`src/rtl/sfr_pkg.sv`:
```
// ----------------------------------------------------------------------------
// sfr_pkg
// Shared types and constants for the stream find-and-replace block.
// ----------------------------------------------------------------------------
package sfr_pkg;

    // Default sizing handed to the top-level parameters
    localparam int MAX_PATTERN_BYTES_DEF     = 8;
    localparam int MAX_REPLACEMENT_BYTES_DEF = 8;
    localparam int QUEUE_DEPTH_DEF           = 4;

    // Fixed field widths
    localparam int STR_W   = 64;  // pattern / replacement word
    localparam int LEN_W   = 4;   // length registers
    localparam int JOB_IDX = 3;   // byte index within one job word
    localparam int APB_AW  = 5;   // four 64-bit registers at 8-byte spacing
    localparam int APB_DW  = 64;

    // Register indexes (paddr[4:3])
    typedef enum logic [1:0] {
        REG_PATTERN_BYTES     = 2'd0,
        REG_PATTERN_LENGTH    = 2'd1,
        REG_REPLACEMENT_BYTES = 2'd2,
        REG_REPLACEMENT_LEN   = 2'd3
    } reg_idx_t;

    // Input transfer payload
    typedef struct packed {
        logic [7:0] text_byte;
        logic       end_of_text;
    } text_in_t;

    // Result transfer payload
    typedef struct packed {
        logic [7:0] out_byte;
        logic       has_byte;
        logic       last_of_text;
    } result_t;

    // Decoded configuration seen by the datapath
    typedef struct packed {
        logic [STR_W-1:0] pattern;
        logic [LEN_W-1:0] plen;      // effective, 1..max
        logic [STR_W-1:0] repl;
        logic [LEN_W-1:0] rlen;      // effective, 0..max
        logic             plen_wr;   // pattern length written this cycle
    } cfg_t;

    // Work handed from front to back: up to eight bytes and an end flag
    typedef struct packed {
        logic [STR_W-1:0] job_bytes;
        logic [LEN_W-1:0] job_count;
        logic             job_last;
    } job_t;

endpackage

```
`src/rtl/sfr_regs.sv`:
```
// ----------------------------------------------------------------------------
// sfr_regs
// APB register file; clamps the effective lengths to the supported range.
// ----------------------------------------------------------------------------
module sfr_regs import sfr_pkg::*; #(
    parameter int MAX_PATTERN_BYTES     = MAX_PATTERN_BYTES_DEF,
    parameter int MAX_REPLACEMENT_BYTES = MAX_REPLACEMENT_BYTES_DEF
) (
    input  logic              aclk,
    input  logic              aresetn,
    input  logic              psel,
    input  logic              penable,
    input  logic              pwrite,
    input  logic [APB_AW-1:0] paddr,
    input  logic [APB_DW-1:0] pwdata,
    output logic [APB_DW-1:0] prdata,
    output logic              pready,
    output cfg_t              cfg
);

    logic [STR_W-1:0] pattern_reg, pattern_next;
    logic [LEN_W-1:0] plen_reg, plen_next;
    logic [STR_W-1:0] repl_reg, repl_next;
    logic [LEN_W-1:0] rlen_reg, rlen_next;
    logic             wr_en;
    reg_idx_t         idx;

    assign pready = 1'b1;
    assign wr_en  = psel && penable && pwrite;
    assign idx    = reg_idx_t'(paddr[4:3]);

    // Write decode
    always_comb begin
        pattern_next = pattern_reg;
        plen_next    = plen_reg;
        repl_next    = repl_reg;
        rlen_next    = rlen_reg;
        if (wr_en) begin
            unique case (idx)
                REG_PATTERN_BYTES:     pattern_next = pwdata;
                REG_PATTERN_LENGTH:    plen_next    = pwdata[LEN_W-1:0];
                REG_REPLACEMENT_BYTES: repl_next    = pwdata;
                REG_REPLACEMENT_LEN:   rlen_next    = pwdata[LEN_W-1:0];
                default: ;
            endcase
        end
    end

    always_ff @(posedge aclk) begin
        if (!aresetn) begin
            pattern_reg <= '0;
            plen_reg    <= LEN_W'(1);
            repl_reg    <= '0;
            rlen_reg    <= '0;
        end else begin
            pattern_reg <= pattern_next;
            plen_reg    <= plen_next;
            repl_reg    <= repl_next;
            rlen_reg    <= rlen_next;
        end
    end

    // Read mux
    always_comb begin
        unique case (idx)
            REG_PATTERN_BYTES:     prdata = pattern_reg;
            REG_PATTERN_LENGTH:    prdata = APB_DW'(plen_reg);
            REG_REPLACEMENT_BYTES: prdata = repl_reg;
            REG_REPLACEMENT_LEN:   prdata = APB_DW'(rlen_reg);
            default:               prdata = '0;
        endcase
    end

    // Effective lengths: zero pattern counts as one, both saturate
    always_comb begin
        cfg.pattern = pattern_reg;
        cfg.repl    = repl_reg;
        cfg.plen_wr = wr_en && (idx == REG_PATTERN_LENGTH);
        if (plen_reg == '0)
            cfg.plen = LEN_W'(1);
        else if (plen_reg > LEN_W'(MAX_PATTERN_BYTES))
            cfg.plen = LEN_W'(MAX_PATTERN_BYTES);
        else
            cfg.plen = plen_reg;
        if (rlen_reg > LEN_W'(MAX_REPLACEMENT_BYTES))
            cfg.rlen = LEN_W'(MAX_REPLACEMENT_BYTES);
        else
            cfg.rlen = rlen_reg;
    end

endmodule

```
`src/rtl/sfr_front.sv`:
```
// ----------------------------------------------------------------------------
// sfr_front
// Accepts text bytes, keeps the undecided window, matches it to the pattern and
// turns each transfer that settles bytes or ends text into a back-end job word.
// ----------------------------------------------------------------------------
module sfr_front import sfr_pkg::*; #(
    parameter int MAX_PATTERN_BYTES = MAX_PATTERN_BYTES_DEF
) (
    input  logic     aclk,
    input  logic     aresetn,
    input  logic     s_valid,
    output logic     s_ready,
    input  text_in_t s_data,
    input  cfg_t     cfg,
    output logic     q_valid,
    input  logic     q_ready,
    output job_t     q_job
);

    localparam int P  = MAX_PATTERN_BYTES;
    localparam int FW = $clog2(P + 1);

    logic [FW-1:0]        fill_reg, fill_next;
    logic [P-1:0][7:0]    win_reg, win_next;
    logic [P-1:0][7:0]    cand;
    logic [STR_W-1:0]     packed_bytes;
    logic [LEN_W-1:0]     fill_ext;
    logic                 full;
    logic                 match;
    logic                 fire;
    logic                 eot;

    assign eot      = s_data.end_of_text;
    assign s_ready  = q_ready;
    assign fire     = s_valid && s_ready;
    assign fill_ext = LEN_W'(fill_reg);
    assign full     = (fill_ext + LEN_W'(1)) == cfg.plen;

    // Window with the new byte placed at the fill position
    always_comb begin
        packed_bytes = '0;
        for (int i = 0; i < P; i++) begin
            cand[i] = (FW'(i) == fill_reg) ? s_data.text_byte : win_reg[i];
            packed_bytes[8*i +: 8] = cand[i];
        end
    end

    // Pattern compare over the effective length
    always_comb begin
        match = 1'b1;
        for (int i = 0; i < P; i++) begin
            if ((LEN_W'(i) < cfg.plen) && (cand[i] != cfg.pattern[8*i +: 8]))
                match = 1'b0;
        end
    end

    // Job word: replacement on a match, else a run of window bytes
    always_comb begin
        q_job.job_last = eot;
        if (full && match) begin
            q_job.job_bytes = cfg.repl;
            q_job.job_count = cfg.rlen;
        end else if (full) begin
            q_job.job_bytes = packed_bytes;
            q_job.job_count = eot ? cfg.plen : LEN_W'(1);
        end else begin
            q_job.job_bytes = packed_bytes;
            q_job.job_count = eot ? (fill_ext + LEN_W'(1)) : '0;
        end
        q_valid = s_valid && ((q_job.job_count != '0) || eot);
    end

    // Window update
    always_comb begin
        win_next  = win_reg;
        fill_next = fill_reg;
        if (fire) begin
            if (full && match) begin
                fill_next = '0;
            end else if (full) begin
                for (int i = 0; i < P - 1; i++)
                    win_next[i] = cand[i + 1];
                fill_next = FW'(cfg.plen - LEN_W'(1));
            end else begin
                win_next  = cand;
                fill_next = FW'(fill_ext + LEN_W'(1));
            end
            if (eot)
                fill_next = '0;
        end
        if (cfg.plen_wr)
            fill_next = '0;
    end

    always_ff @(posedge aclk) begin
        if (!aresetn) begin
            fill_reg <= '0;
        end else begin
            fill_reg <= fill_next;
        end
    end

    // Window bytes carry no reset: entries above the fill are never used
    always_ff @(posedge aclk) begin
        win_reg <= win_next;
    end

endmodule

```
`src/rtl/sfr_queue.sv`:
```
// ----------------------------------------------------------------------------
// sfr_queue
// Short job queue between front and back end.
// ----------------------------------------------------------------------------
module sfr_queue import sfr_pkg::*; #(
    parameter int QUEUE_DEPTH = QUEUE_DEPTH_DEF
) (
    input  logic aclk,
    input  logic aresetn,
    input  logic in_valid,
    output logic in_ready,
    input  job_t in_job,
    output logic out_valid,
    input  logic out_pop,
    output job_t out_job
);

    localparam int AW = $clog2(QUEUE_DEPTH);
    localparam int CW = $clog2(QUEUE_DEPTH + 1);

    job_t          slot_reg [QUEUE_DEPTH];
    logic [AW-1:0] wr_ptr_reg, wr_ptr_next;
    logic [AW-1:0] rd_ptr_reg, rd_ptr_next;
    logic [CW-1:0] cnt_reg, cnt_next;
    logic          push;
    logic          pop;

    assign in_ready  = cnt_reg != CW'(QUEUE_DEPTH);
    assign out_valid = cnt_reg != '0;
    assign out_job   = slot_reg[rd_ptr_reg];
    assign push      = in_valid && in_ready;
    assign pop       = out_pop && out_valid;

    // Pointer and count update
    always_comb begin
        wr_ptr_next = wr_ptr_reg;
        rd_ptr_next = rd_ptr_reg;
        cnt_next    = cnt_reg;
        if (push)
            wr_ptr_next = (wr_ptr_reg == AW'(QUEUE_DEPTH - 1)) ? '0 : wr_ptr_reg + AW'(1);
        if (pop)
            rd_ptr_next = (rd_ptr_reg == AW'(QUEUE_DEPTH - 1)) ? '0 : rd_ptr_reg + AW'(1);
        if (push && !pop)
            cnt_next = cnt_reg + CW'(1);
        else if (pop && !push)
            cnt_next = cnt_reg - CW'(1);
    end

    always_ff @(posedge aclk) begin
        if (!aresetn) begin
            wr_ptr_reg <= '0;
            rd_ptr_reg <= '0;
            cnt_reg    <= '0;
        end else begin
            wr_ptr_reg <= wr_ptr_next;
            rd_ptr_reg <= rd_ptr_next;
            cnt_reg    <= cnt_next;
        end
    end

    // Storage
    always_ff @(posedge aclk) begin
        if (push)
            slot_reg[wr_ptr_reg] <= in_job;
    end

endmodule

```
`src/rtl/sfr_back.sv`:
```
// ----------------------------------------------------------------------------
// sfr_back
// Unpacks job words into result transfers, one byte per cycle while the receiver
// is ready, through an output register.
// ----------------------------------------------------------------------------
module sfr_back import sfr_pkg::*; (
    input  logic    aclk,
    input  logic    aresetn,
    input  logic    q_valid,
    input  job_t    q_job,
    output logic    q_pop,
    output logic    m_valid,
    input  logic    m_ready,
    output result_t m_data
);

    logic [JOB_IDX-1:0] idx_reg, idx_next;
    logic               m_valid_reg, m_valid_next;
    result_t            m_data_reg, m_data_next;
    logic               load;
    logic               final_byte;
    logic               bare;

    assign bare       = q_job.job_count == '0;
    assign final_byte = bare || (LEN_W'(idx_reg) == (q_job.job_count - LEN_W'(1)));
    assign load       = q_valid && (!m_valid_reg || m_ready);
    assign q_pop      = load && final_byte;

    // Next byte of the current job
    always_comb begin
        idx_next     = idx_reg;
        m_data_next  = m_data_reg;
        m_valid_next = m_valid_reg && !m_ready;
        if (load) begin
            m_valid_next             = 1'b1;
            m_data_next.out_byte     = bare ? 8'd0 : q_job.job_bytes[8*idx_reg +: 8];
            m_data_next.has_byte     = !bare;
            m_data_next.last_of_text = q_job.job_last && final_byte;
            idx_next                 = final_byte ? '0 : idx_reg + JOB_IDX'(1);
        end
    end

    always_ff @(posedge aclk) begin
        if (!aresetn) begin
            idx_reg     <= '0;
            m_valid_reg <= 1'b0;
        end else begin
            idx_reg     <= idx_next;
            m_valid_reg <= m_valid_next;
        end
    end

    always_ff @(posedge aclk) begin
        m_data_reg <= m_data_next;
    end

    assign m_valid = m_valid_reg;
    assign m_data  = m_data_reg;

endmodule

```
`src/rtl/stream_find_replace.sv`:
```
// ----------------------------------------------------------------------------
// stream_find_replace
// A result passes through the job queue and the output register after its input
// byte is taken. Throughput: one input byte per cycle while each produces at most
// one result and the job queue has room; the back end emits one result per cycle
// while the receiver is ready, so a byte that yields more than one result (up to
// eight) holds the output longer; the job queue absorbs it.
// Reset (aresetn low, synchronous) empties window and queue and restores the
// register defaults: pattern length one, replacement length zero.
// ----------------------------------------------------------------------------
module stream_find_replace import sfr_pkg::*; #(
    parameter int MAX_PATTERN_BYTES     = MAX_PATTERN_BYTES_DEF,
    parameter int MAX_REPLACEMENT_BYTES = MAX_REPLACEMENT_BYTES_DEF,
    parameter int QUEUE_DEPTH           = QUEUE_DEPTH_DEF
) (
    input  logic              aclk,
    input  logic              aresetn,
    // Configuration
    input  logic              psel,
    input  logic              penable,
    input  logic              pwrite,
    input  logic [APB_AW-1:0] paddr,
    input  logic [APB_DW-1:0] pwdata,
    output logic [APB_DW-1:0] prdata,
    output logic              pready,
    // Text in
    input  logic              s_valid,
    output logic              s_ready,
    input  text_in_t          s_data,
    // Text out
    output logic              m_valid,
    input  logic              m_ready,
    output result_t           m_data
);

    cfg_t cfg;
    logic fq_valid, fq_ready;
    job_t fq_job;
    logic qb_valid, qb_pop;
    job_t qb_job;

    // Register file
    sfr_regs #(
        .MAX_PATTERN_BYTES     (MAX_PATTERN_BYTES),
        .MAX_REPLACEMENT_BYTES (MAX_REPLACEMENT_BYTES)
    ) u_regs (
        .aclk    (aclk),
        .aresetn (aresetn),
        .psel    (psel),
        .penable (penable),
        .pwrite  (pwrite),
        .paddr   (paddr),
        .pwdata  (pwdata),
        .prdata  (prdata),
        .pready  (pready),
        .cfg     (cfg)
    );

    // Window and match
    sfr_front #(
        .MAX_PATTERN_BYTES (MAX_PATTERN_BYTES)
    ) u_front (
        .aclk    (aclk),
        .aresetn (aresetn),
        .s_valid (s_valid),
        .s_ready (s_ready),
        .s_data  (s_data),
        .cfg     (cfg),
        .q_valid (fq_valid),
        .q_ready (fq_ready),
        .q_job   (fq_job)
    );

    // Job queue
    sfr_queue #(
        .QUEUE_DEPTH (QUEUE_DEPTH)
    ) u_queue (
        .aclk      (aclk),
        .aresetn   (aresetn),
        .in_valid  (fq_valid),
        .in_ready  (fq_ready),
        .in_job    (fq_job),
        .out_valid (qb_valid),
        .out_pop   (qb_pop),
        .out_job   (qb_job)
    );

    // Result emission
    sfr_back u_back (
        .aclk    (aclk),
        .aresetn (aresetn),
        .q_valid (qb_valid),
        .q_job   (qb_job),
        .q_pop   (qb_pop),
        .m_valid (m_valid),
        .m_ready (m_ready),
        .m_data  (m_data)
    );

endmodule

```
`config.mk`:
```
export PLATFORM = sky130hd
export DESIGN_NAME = stream_find_replace
export DESIGN_NICKNAME = d
export VERILOG_FILES = /design/src/rtl/sfr_pkg.sv /design/src/rtl/sfr_regs.sv /design/src/rtl/sfr_front.sv /design/src/rtl/sfr_queue.sv /design/src/rtl/sfr_back.sv /design/src/rtl/stream_find_replace.sv
export SDC_FILE = /design/constraint.sdc
export NUM_CORES = 1
export LEC_CHECK = 0
export BUFFER_PORTS_ARGS = -buffer_cell sky130_fd_sc_hd__buf_4
export CAP_MARGIN = 20
export CORE_MARGIN = 2
export CORE_UTILIZATION = 50
export DETAILED_ROUTE_END_ITERATION = 6
export PLACE_DENSITY = 0.65
export SLEW_MARGIN = 5
export SYNTH_ARGS = -nofsm -noshare
export SYNTH_HDL_FRONTEND = slang
export SYNTH_SLANG_ARGS = --single-unit
```
`constraint.sdc`:
```
create_clock -name aclk -period 10.5 [get_ports aclk]
set_clock_uncertainty 0.05 [all_clocks]
set_input_delay 1.575 -clock aclk [delete_from_list [all_inputs] [get_ports aclk]]
set_output_delay 1.575 -clock aclk [all_outputs]
set_load 0.02 [all_outputs]
```
==> summary.txt <==
Synth
  – Largest area contributor in the netlist: edfxtp_1
  – Post-synth ARST share: 0%
  – Ys Warns: 0
  – Top-count cell post-synth: edfxtp_1
  – #FFs+latches synth: between 500 and 600
  – Post-synth top area share: between 40% and 50%
  – Sequential element share of the synthesized area: between 50% and 60%
  – Syn Nets: roughly 2100
  – Most frequently used flop master after synthesis: edfxtp_1
  – Post-synthesis instance area: approximately 0.024 mm2
  – Post-synthesis instance total: 1987
  – EDFF count, synth: 350
  – Commonest cells in the synthesized netlist: edfxtp_1, nand2_1, nor2_1, dfxtp_1, mux2i_1
  – Ranking of synthesized cells by area: edfxtp_1, dfxtp_1, mux4_2, mux2i_1, nand2_1
  – Synth cell types: 63
  – Avg Cell Area, Syn: 11.8 um2

Min path
  – Hold Path Class: reg2reg

Pwr
  – Net Switching: 1.70 mW
  – Sw frac: 29.5%
  – Total internal power: 4.06 mW
  – Tot Pwr: 5.76 mW
  – PD cells: 216 mW/mm2
  – Clock Power Share: between 30% and 40%
  – Leak: 9.91 nW
  – Share of power burned in registers: 46.7%
  – Maximum vdd ir drop: 0.148 mV
  – Logic pwr share: 22.8%

GRT
  – Initial antenna violation count: 0
  – Tot GR Track Use: around a quarter
  – Gr ovfl total: 0
  – Vias in the first global route: 15900
  – First-pass GRT wire length: between 90 and 100 mm
  – Largest net degree at the start of global routing: 96

Worst setup path
  – Worst setup path class: in2reg
  – Crit-path max FO: 75
  – Crit path required time: 10760 ps
  – Worst path slowest cell: a21oi_1
  – Most used cell, CP: buf_4
  – Largest delay contributor family on the critical path: compound AO/OA/AOI/OAI gates
  – CP Cell Sequence: buf_4 > inv_1 > a2111oi_0 > mux2i_1 > or4_1 > o32ai_1 > a41o_1 > nand3_4 > buf_4 > a21oi_1
  – Worst path max stage delay: 670 ps
  – Buf/Inv on CP: 3
  – CP Capture Type: flip-flop
  – CP arrival: slightly above 6000 ps
  – Worst Setup Start Kind: input pin

CTS
  – Num CTS Buffers: 52
  – Hold Buf Count CTS: 0
  – H-tree Lvls: 2
  – CTS Sinks: 503
  – CTS resizes: 0
  – Setup Buffers After CTS: 0
  – CTS tree: done
  – Root Driver: clkbuf_16
  – Clock-pin transition on the worst setup and hold timing paths: 60 ps
  – Clock Latency Late Sink: 600 ps
  – Clock tree buffer depth: 3

Finish
  – Final net count: about 2200
  – Post-layout util: 57.5%
  – Fraction of layout cells with a size suffix above 1: 17.4%
  – Max reg flops: 276
  – Layout area overhead: 13.6%

STA
  – Tcrit/Tclk final: 55.6%
  – Final hold vios: 0
  – Max Clock Freq: about 0.17 GHz
  – Fin crit period: just under 6000 ps
  – Hold_ws: 433 ps
  – RSZ-0062 raised after global routing: false
  – Worst-margin pin slew: approximately 1100 ps
  – Setup_tns: 0 ps
  – Fin. max-slew vios: 0
  – Final Setup Violations: 0
  – Slew HR: 28.6%

Detailed routing
  – Post-DR wirelength/cell: 22.9 um
  – Drt initial violations: roughly 1600
  – Vias: ~16000
  – Remaining DRCs: 0
  – TritonRoute pass-1 iters: 6
  – Detail Route Antenna Nets: 0
  – Detailed Route WL: 62.8 mm
  – DR vias/cell: 5.87

Floorplanning
  – Initial Util: between 50% and 60%
  – Rows: between 70 and 80
  – CORE AREA: 0.0465 mm2
  – Die Width: 221 um
  – Vertical die dimension: 221 um
  – Die area: about 0.049 mm2
  – Top-Level Pins: 162

Place
  – Detailed placer's ending HPWL: 42.3 mm
  – Port bufs: around 160
  – GP Congestion: 0.907

Run
  – Max capacitance violation total: 0

Run status
  – Outcome: completed
power groups by stage:
stage | Sequential [mW] | Combinational (mW) | Clock [mW]
6_report | 2.69 | 1.31 | 1.76
5_1_grt | 2.71 | 1.42 | 1.86
4_1_cts | 2.69 | 1.33 | 1.78
3_5_place_dp | 2.73 | 1.32 | 0
3_3_place_gp | 2.71 | 1.29 | 0
2_1_floorplan | 2.67 | 0.898 | 0
worst min-delay path: cells and delay by family (launching register included):
| kind | cells | cell delay (ps) |
|---|---|---|
| AOI/OAI and AO/OA | 1 | 60 |
| and+or+nand+nor | 1 | 50 |
| DFF | 1 | 320 |
kinds of logic after synthesis:
kind of cell,share of synthesized area [%]
AO/OA/AOI/OAI,9.58
XOR/XNOR,1.42
other,0.0159
adder cells (fa/ha/maj),0.936
AND/OR/NAND/NOR,12.4
flip-flops,57.7
buffers and inverters,3.04
multiplexers,14.9
per-layer routing:
metal / up-vias / track usage (%) / part of all wire [%]
met5: - / 0 / 0
met4: 0 / 7.30 / 2.8
met3: 102 / 5.17 / 7.2
met2: 580 / 39.8 / 46
met1: 7982 / 36.5 / 44
li1: 7427 / - / -
cell usage in the layout, fill, tap and decap left out, drive strengths merged, types with 4 or more instances in the layout:
cell type,n
xor2,20
o221ai,4
inv,47
and3,4
nand2,301
a21boi,131
nor4,10
dfxtp,153
o21ai,12
mux2,4
or3,7
a21oi,75
o2111ai,6
nor2b,35
nand2b,23
o22ai,67
edfxtp,350
a31oi,10
and2,5
clkinv,24
mux2i,144
nor2,258
xnor2,18
nor3b,7
ha,16
buf,175
nor3,16
mux4,89
clkbuf,66
nand3b,5
nand3,10
path summary, 6_finish.rpt:
| kind | start | to | cells past startpoint | slack [ps] |
|---|---|---|---|---|
| hold / removal | u_regs.repl_reg[12] | u_regs.repl_reg[12] | 2 | 430 |
| setup / recovery | s_data[7] | u_queue.slot_reg[1][51] | 10 | 4660 |
| setup reg to reg | u_front.fill_ext[0] | u_queue.slot_reg[1][51] | 10 | 4960 |
| hold reg to reg | u_regs.repl_reg[12] | u_regs.repl_reg[12] | 2 | 430 |
stage by stage:
| stage | area, um2 | instances | setup slack, ps |
|---|---|---|---|
| 2_1_floorplan | 23500 | 1987 | 2100 |
| 3_3_place_gp | 25100 | 2645 | 4170 |
| 3_5_place_dp | 25100 | 2645 | 4100 |
| 4_1_cts | 26700 | 2742 | 4710 |
| 5_1_grt | 26700 | 2742 | 4480 |
| 6_report | 26700 | 2743 | 4660 |
area by class of cell:
| class | count | area [um2] |
|---|---|---|
| Antenna cell | 1 | 2.50 |
| Clock buffer | 66 | 1350 |
| Clock inverter | 31 | 244 |
| Fill cell | 3879 | 19800 |
| Inverter | 46 | 173 |
| Multi-Input combinational cell | 1314 | 9280 |
| Sequential cell | 503 | 13600 |
| Tap cell | 607 | 759 |
| Timing Repair Buffer | 175 | 1310 |
No activity file was read; power rests on OpenSTA's default activity.
